<file path="src/sv/simd_permute_reduce_unit_top_defines.svh">
// ---------------------------------------------------------------------------
// simd_permute_reduce_unit_top_defines
// Assertion macros shared by the permute and reduction unit.
// ---------------------------------------------------------------------------
`ifndef SIMD_PERMUTE_REDUCE_UNIT_TOP_DEFINES_SVH
`define SIMD_PERMUTE_REDUCE_UNIT_TOP_DEFINES_SVH

// same-cycle implication, clocked on clk, quiet in reset
`define SPRU_ASSERT_IMP(lbl, ante, cons) \
    lbl: assert property (@(posedge clk) disable iff (!rst_n) (ante) |-> (cons)) \
        else $error("spru assertion failed");

// next-cycle implication
`define SPRU_ASSERT_NXT(lbl, ante, cons) \
    lbl: assert property (@(posedge clk) disable iff (!rst_n) (ante) |=> (cons)) \
        else $error("spru assertion failed");

`endif

</file>
<file path="src/sv/spru_pkg.sv">
// ---------------------------------------------------------------------------
// spru_pkg
// Types, codes and helpers for the permute and reduction unit.
// ---------------------------------------------------------------------------
package spru_pkg;

    localparam int NUM_VREGS      = 32;
    localparam int VEC_BYTES      = 16;
    localparam int MAX_TABLE_REGS = 4;
    localparam int VRF_DEPTH      = NUM_VREGS * 2;
    localparam int VRF_AW         = $clog2(VRF_DEPTH);

    localparam logic [31:0] EXT_MASK = 32'hBFE08400;
    localparam logic [31:0] EXT_VAL  = 32'h2E000000;
    localparam logic [31:0] TBL_MASK = 32'hBF208C00;
    localparam logic [31:0] TBL_VAL  = 32'h0E000000;
    localparam logic [31:0] PRM_VAL  = 32'h0E000800;
    localparam logic [31:0] ACR_MASK = 32'h9F3E0C00;
    localparam logic [31:0] ACR_VAL  = 32'h0E300800;

    // across-lanes opcodes
    localparam logic [4:0] RO_SADDL = 5'h03;
    localparam logic [4:0] RO_MAX   = 5'h0A;
    localparam logic [4:0] RO_MIN   = 5'h1A;
    localparam logic [4:0] RO_ADD   = 5'h1B;
    localparam logic [4:0] RO_FP0   = 5'h0C;
    localparam logic [4:0] RO_FP1   = 5'h0F;
    localparam logic [4:0] RO_FADDP = 5'h0D;

    // permute sub-ops (low two bits)
    localparam logic [1:0] PO_UZP = 2'd1;
    localparam logic [1:0] PO_TRN = 2'd2;
    localparam logic [1:0] PO_ZIP = 2'd3;
    localparam logic [1:0] PO_RSV = 2'd0;

    localparam logic [1:0] ST_DONE  = 2'd0;
    localparam logic [1:0] ST_UNDEF = 2'd1;
    localparam logic [1:0] ST_UNH   = 2'd2;

    localparam logic [1:0] OP_EXEC  = 2'd0;
    localparam logic [1:0] OP_WRITE = 2'd1;
    localparam logic [1:0] OP_READ  = 2'd2;

    localparam logic [2:0] CL_NONE = 3'd0;
    localparam logic [2:0] CL_EXT  = 3'd1;
    localparam logic [2:0] CL_TBL  = 3'd2;
    localparam logic [2:0] CL_PRM  = 3'd3;
    localparam logic [2:0] CL_RED  = 3'd4;
    localparam logic [2:0] CL_PADD = 3'd5;

    // operand fetch slots: table rn..rn+3, then rm, then rd, then host
    localparam logic [3:0] SLOT_RM0   = 4'd8;
    localparam logic [3:0] SLOT_RD0   = 4'd10;
    localparam logic [3:0] SLOT_LAST  = 4'd11;
    localparam logic [3:0] SLOT_HOST  = 4'd12;
    localparam int         NUM_SLOTS  = 12;

    typedef struct packed {
        logic       load;
        logic       rd_en;
        logic [3:0] rd_slot;
        logic       cap_en;
        logic [3:0] cap_slot;
        logic       red_en;
        logic       red_first;
        logic [3:0] lane;
        logic       calc;
        logic       wr_en;
        logic       wr_host;
        logic       wr_half;
        logic       out_load;
    } cmd_t;

    typedef struct packed {
        logic [1:0] op;
        logic       go;
        logic [2:0] cls;
        logic [3:0] lanes_m1;
    } stat_t;

    function automatic logic [63:0] size_mask(input logic [1:0] size);
        logic [63:0] m;
        case (size)
            2'd0:    m = 64'h0000_0000_0000_00FF;
            2'd1:    m = 64'h0000_0000_0000_FFFF;
            2'd2:    m = 64'h0000_0000_FFFF_FFFF;
            default: m = '1;
        endcase
        return m;
    endfunction

    function automatic logic [63:0] sext(input logic [63:0] x, input logic [1:0] size);
        logic [63:0] r;
        case (size)
            2'd0:    r = {{56{x[7]}}, x[7:0]};
            2'd1:    r = {{48{x[15]}}, x[15:0]};
            2'd2:    r = {{32{x[31]}}, x[31:0]};
            default: r = x;
        endcase
        return r;
    endfunction

endpackage

</file>
<file path="src/sv/spru_ctrl.sv">
// ---------------------------------------------------------------------------
// spru_ctrl
// Sequencer: fetch, reduce, compute, write back, deliver.
// ---------------------------------------------------------------------------
module spru_ctrl
    import spru_pkg::*;
(
    input  logic  clk,
    input  logic  rst_n,
    input  logic  in_valid,
    output logic  in_ready,
    output logic  out_valid,
    input  logic  out_ready,
    input  stat_t stat,
    output cmd_t  cmd
);

    localparam logic [3:0] S_IDLE  = 4'd0;
    localparam logic [3:0] S_LOAD  = 4'd1;
    localparam logic [3:0] S_READ  = 4'd2;
    localparam logic [3:0] S_RWAIT = 4'd3;
    localparam logic [3:0] S_RED   = 4'd4;
    localparam logic [3:0] S_CALC  = 4'd5;
    localparam logic [3:0] S_WR0   = 4'd6;
    localparam logic [3:0] S_WR1   = 4'd7;
    localparam logic [3:0] S_HWR   = 4'd8;
    localparam logic [3:0] S_DONE  = 4'd9;

    logic [3:0] state_reg, state_next;
    logic [3:0] cnt_reg, cnt_next;
    logic       cap_reg, cap_next;
    logic [3:0] cap_slot_reg, cap_slot_next;
    logic       out_valid_reg, out_valid_next;

    always_ff @(posedge clk or negedge rst_n)
    begin
        if (!rst_n)
        begin
            state_reg     <= S_IDLE;
            cnt_reg       <= '0;
            cap_reg       <= 1'b0;
            cap_slot_reg  <= '0;
            out_valid_reg <= 1'b0;
        end
        else
        begin
            state_reg     <= state_next;
            cnt_reg       <= cnt_next;
            cap_reg       <= cap_next;
            cap_slot_reg  <= cap_slot_next;
            out_valid_reg <= out_valid_next;
        end
    end

    always_comb
    begin
        state_next     = state_reg;
        cnt_next       = cnt_reg;
        cmd            = '0;
        cmd.cap_en     = cap_reg;
        cmd.cap_slot   = cap_slot_reg;
        out_valid_next = out_valid_reg && !out_ready;
        case (state_reg)
            S_IDLE:
            begin
                if (in_valid)
                begin
                    cmd.load   = 1'b1;
                    state_next = S_LOAD;
                end
            end
            S_LOAD:
            begin
                cnt_next = '0;
                if (stat.op == OP_WRITE)
                begin
                    state_next = S_HWR;
                end
                else if (stat.op == OP_READ)
                begin
                    cmd.rd_en   = 1'b1;
                    cmd.rd_slot = SLOT_HOST;
                    state_next  = S_RWAIT;
                end
                else if (stat.go)
                begin
                    state_next = S_READ;
                end
                else
                begin
                    state_next = S_DONE;
                end
            end
            S_READ:
            begin
                cmd.rd_en   = 1'b1;
                cmd.rd_slot = cnt_reg;
                if (cnt_reg == SLOT_LAST)
                begin
                    state_next = S_RWAIT;
                end
                cnt_next = (cnt_reg == SLOT_LAST) ? 4'd0 : cnt_reg + 4'd1;
            end
            S_RWAIT:
            begin
                if (stat.op == OP_READ)
                begin
                    state_next = S_DONE;
                end
                else if (stat.cls == CL_RED)
                begin
                    state_next = S_RED;
                end
                else
                begin
                    state_next = S_CALC;
                end
            end
            S_RED:
            begin
                cmd.red_en    = 1'b1;
                cmd.red_first = (cnt_reg == 4'd0);
                cmd.lane      = cnt_reg;
                if (cnt_reg == stat.lanes_m1)
                begin
                    state_next = S_CALC;
                    cnt_next   = '0;
                end
                else
                begin
                    cnt_next = cnt_reg + 4'd1;
                end
            end
            S_CALC:
            begin
                cmd.calc   = 1'b1;
                state_next = S_WR0;
            end
            S_WR0:
            begin
                cmd.wr_en  = 1'b1;
                state_next = S_WR1;
            end
            S_WR1:
            begin
                cmd.wr_en   = 1'b1;
                cmd.wr_half = 1'b1;
                state_next  = S_DONE;
            end
            S_HWR:
            begin
                cmd.wr_en   = 1'b1;
                cmd.wr_host = 1'b1;
                state_next  = S_DONE;
            end
            S_DONE:
            begin
                if (!out_valid_reg || out_ready)
                begin
                    cmd.out_load   = 1'b1;
                    out_valid_next = 1'b1;
                    state_next     = S_IDLE;
                end
            end
            default:
            begin
                state_next = S_IDLE;
            end
        endcase
        cap_next      = cmd.rd_en;
        cap_slot_next = cmd.rd_slot;
    end

    assign in_ready  = (state_reg == S_IDLE);
    assign out_valid = out_valid_reg;

endmodule

</file>
<file path="config.mk">
export PLATFORM = sky130hd
export DESIGN_NAME = spru_ctrl
export DESIGN_NICKNAME = d
export VERILOG_FILES = /design/src/sv/simd_permute_reduce_unit_top_defines.svh /design/src/sv/spru_pkg.sv /design/src/sv/spru_ctrl.sv
export SDC_FILE = /design/constraint.sdc
export NUM_CORES = 1
export LEC_CHECK = 0
export ABC_AREA = 1
export BUFFER_PORTS_ARGS = -buffer_cell sky130_fd_sc_hd__buf_2
export CAP_MARGIN = 15
export CELL_PAD_IN_SITES_DETAIL_PLACEMENT = 0
export CELL_PAD_IN_SITES_GLOBAL_PLACEMENT = 1
export CORE_MARGIN = 2
export CORE_UTILIZATION = 31
export CTS_CLUSTER_DIAMETER = 100
export DETAILED_ROUTE_END_ITERATION = 8
export GPL_ROUTABILITY_DRIVEN = 0
export GPL_TIMING_DRIVEN = 0
export MAX_ROUTING_LAYER = met4
export PLACE_DENSITY = 0.74
export SYNTH_ARGS = -nofsm -noshare
export SYNTH_HDL_FRONTEND = slang
export SYNTH_SLANG_ARGS = --single-unit
</file>
<file path="constraint.sdc">
create_clock -name clk -period 1.45 [get_ports clk]
set_input_delay 0.145 -clock clk [delete_from_list [all_inputs] [get_ports clk]]
set_output_delay 0.145 -clock clk [all_outputs]
set_load 0.02 [all_outputs]
</file>
==> run_results.csv <==
group,metric,value,unit
synth,ys_top_cells_by_count,"nand2_1, nor2_1, inv_1",
cells_and_area,fillerInstances,247,
cells_and_area,diodes,0,
drt,first_pass_iters,4,
setup_path,path_max_fanout,5,
setup_path,worstSetupPathType,"register to output port",
synth,synth_cell_type_count,20,
clock_tree,cts_tree,"yes",
sta,finalSetupViolations,17,
die,io_pins,38,
sta,worstMarginPinSlew,0.396,ns
clock_tree,h-tree-depth,1,
sta,fin_skew,0.000926,ns
synth,yosys.cell_count.top_type,"nand2_1",
cells_and_area,drive_gt1_frac,0.571,
global_routing,grt_max_degree,15,
synth,synth_edf_count,0,
setup_path,required,1.31,ns
power_and_ir_drop,power,0.00315,W
outcome,failed_checks,"negative setup slack",
die,die_h,58.6,um
setup_path,cp.arrival,1.44,ns
global_routing,antenna_found_initial,0,
hold_path,holdCritPathClass,"primary input to register",
power_and_ir_drop,ir_drop,1.24,mV
setup_path,startpoint_type,"register",
die,die_w,58.6,um
drt,drc,0,
synth,syn_nets,157,
synth,synthesis.area,923,um^2
setup_path,end_kind,"output port",
clock_tree,clk_latency,0.27,ns
flow_run,cap_violations,0,
synth,ys.flop_type,"dfrtp_1",
sta,fin_ws,-0.138,ns
placed_design,hpwl,1.86,mm
synth,ys_ff_latch,14,
clock_tree,clk_pin_slew,0.08,ns
power_and_ir_drop,power_leakage,0.940,nW
synth,synthCells,141,
synth,syn-mean-instance-area,6.55,um^2
synth,synthTopCellsByArea,"dfrtp_1, nand2_1, nor2_1",
die,dieArea,0.00343,mm^2
cells_and_area,final_cell_count_no_fill,236,
drt,drtAntennaViolNets,0,
die,fp-row-count,19,
cells_and_area,area_growth,76.4,%
clock_tree,tritoncts.num_buffers,3,
sta,fin_crit,1.59,ns
global_routing,overflow,0,
drt,finalWirelength,2.78,mm
synth,ys_seq_area_frac,0.379,
global_routing,grt_pass1_wl,4.60,mm
cells_and_area,nNetsFinal,223,
sta,rsz0062_at_grt,"true",
drt,routedWlPerCell,11.8,um
sta,fin_crit_sh,1.10,
drt,vias,1106,
die,fp.coreArea,0.00278,mm^2
outcome,status,"finished with violations",
placed_design,io_buffers,37,
power_and_ir_drop,power_density,1940,mW/mm^2
synth,synthArstFlopShare,1.00,
drt,drt_iter0_markers,17,
synth,yosysTopAreaCell,"dfrtp_1",
clock_tree,clockBufferDepth,2,
sta,drv_slew,0,
global_routing,gr-usage-all-layers,0.178,
cells_and_area,fin_util,0.586,
clock_tree,cts_root_buffer,"clkbuf_4",
synth,netlist.area_leader.share,0.379,
die,start_util,0.332,
sta,relSlewSlack,0.735,
sta,fmax,0.630,GHz
synth,ys_warn_count,0,
global_routing,first_global_vias,1095,
sta,hold_violations,0,
placed_design,placed_cells,209,
clock_tree,cts_sinks,14,
drt,vias_per_cell,4.69,
## final timing paths
check,from,end,slack (ns),depth (start not counted)
worst max-delay path,state_reg[2]$_DFFE_PN0P_,cmd[8],-0.14,6
worst min-delay path,out_ready,out_valid$_DFF_PN0_,0.08,2
worst max register to register,state_reg[2]$_DFFE_PN0P_,cnt_reg[0]$_DFFE_PN0P_,0.06,8
worst min register to register,out_valid$_DFF_PN0_,out_valid$_DFF_PN0_,0.56,2
max in group asynchronous,rst_n,cnt_reg[2]$_DFFE_PN0P_,0.90,2
min in group asynchronous,rst_n,state_reg[2]$_DFFE_PN0P_,0.29,2
## logic make-up (layout without fill, tap and decap cells)
logic type      after synthesis  in the layout  synth area share
compound gates                6              6            0.0366
flops                        14             14             0.379
buf+inv                      27             90             0.114
xor+xnor                      2              2            0.0190
simple gates                 90             91             0.424
fa+ha+maj                     2              2            0.0271
## cells in the final DEF, fill, tap and decap left out
cell type,instances
o21ai_4,1
buf_2,19
nand3_1,9
o221ai_1,1
o21ai_0,2
dfrtp_1,9
nor2_2,5
nand2_4,6
inv_1,11
and2_1,1
dlygate4sd3_1,1
a21oi_1,1
nand2_2,11
nand3_4,1
inv_4,2
nor2_1,13
dfrtp_2,5
nand2_1,34
clkbuf_4,3
buf_6,21
o21ai_2,1
buf_4,20
inv_2,13
nand3_2,1
nand4_1,2
xor2_1,2
ha_1,2
nor2_4,8
## where the power goes
| part | leakage, nW | internal (W) | total [W] | switching (W) |
|---|---|---|---|---|
| registers | 0.180 | 0.000528 | 0.000666 | 0.000138 |
| logic | 0.747 | 0.00102 | 0.00227 | 0.00124 |
| clock network | 0.0138 | 0.0000961 | 0.000220 | 0.000124 |
## worst max-delay path, cell delays in order (launching register included)
cell     delay, ns
dfrtp_2       0.42
buf_6         0.12
inv_4         0.03
nor2_4        0.21
nand2_4       0.14
nor2_2        0.13
buf_6         0.13
## layer usage
metal | global-route usage | vias to the layer above | wire length, um
met5 | - | - | 0
met4 | 0.0812 | 0 | 27
met3 | 0.0198 | 2 | 109
met2 | 0.289 | 30 | 1380
met1 | 0.222 | 519 | 1260
li1 | - | 555 | -
## area by class of cell
class                      instances  area [um^2]  share of cell area
buffer                             1         7.51             0.00461
timing repair buffer              60          484               0.297
clock buffer                       3         22.5              0.0138
multi-input combinational        101          617               0.379
tap                               31         38.8              0.0238
inverter                          26          103              0.0630
sequential                        14          357               0.219
## what timing repair did
item,in CTS,in global routing
pin swaps,10,14
hold buffers,1,0
buffers inserted,17,6
setup endpoints to repair,16,23
endpoints found under the hold margin,14,0
gates cloned,1,0
resized for setup,51,38
## per-stage QoR
step / setup slack [ns] / area [um^2] / hold WS [ns] / TNS, ns
floorplan: 0.180 / 923 / -0.151 / 0
global placement: -0.0308 / 1150 / 0.0606 / -0.0590
detailed placement: -0.0323 / 1150 / 0.0615 / -0.0636
CTS: -0.0961 / 1470 / 0.0686 / -0.830
global route: -0.198 / 1630 / 0.110 / -2.40
finish: -0.138 / 1630 / 0.0801 / -1.28
No activity file was read; power rests on OpenSTA's default activity.
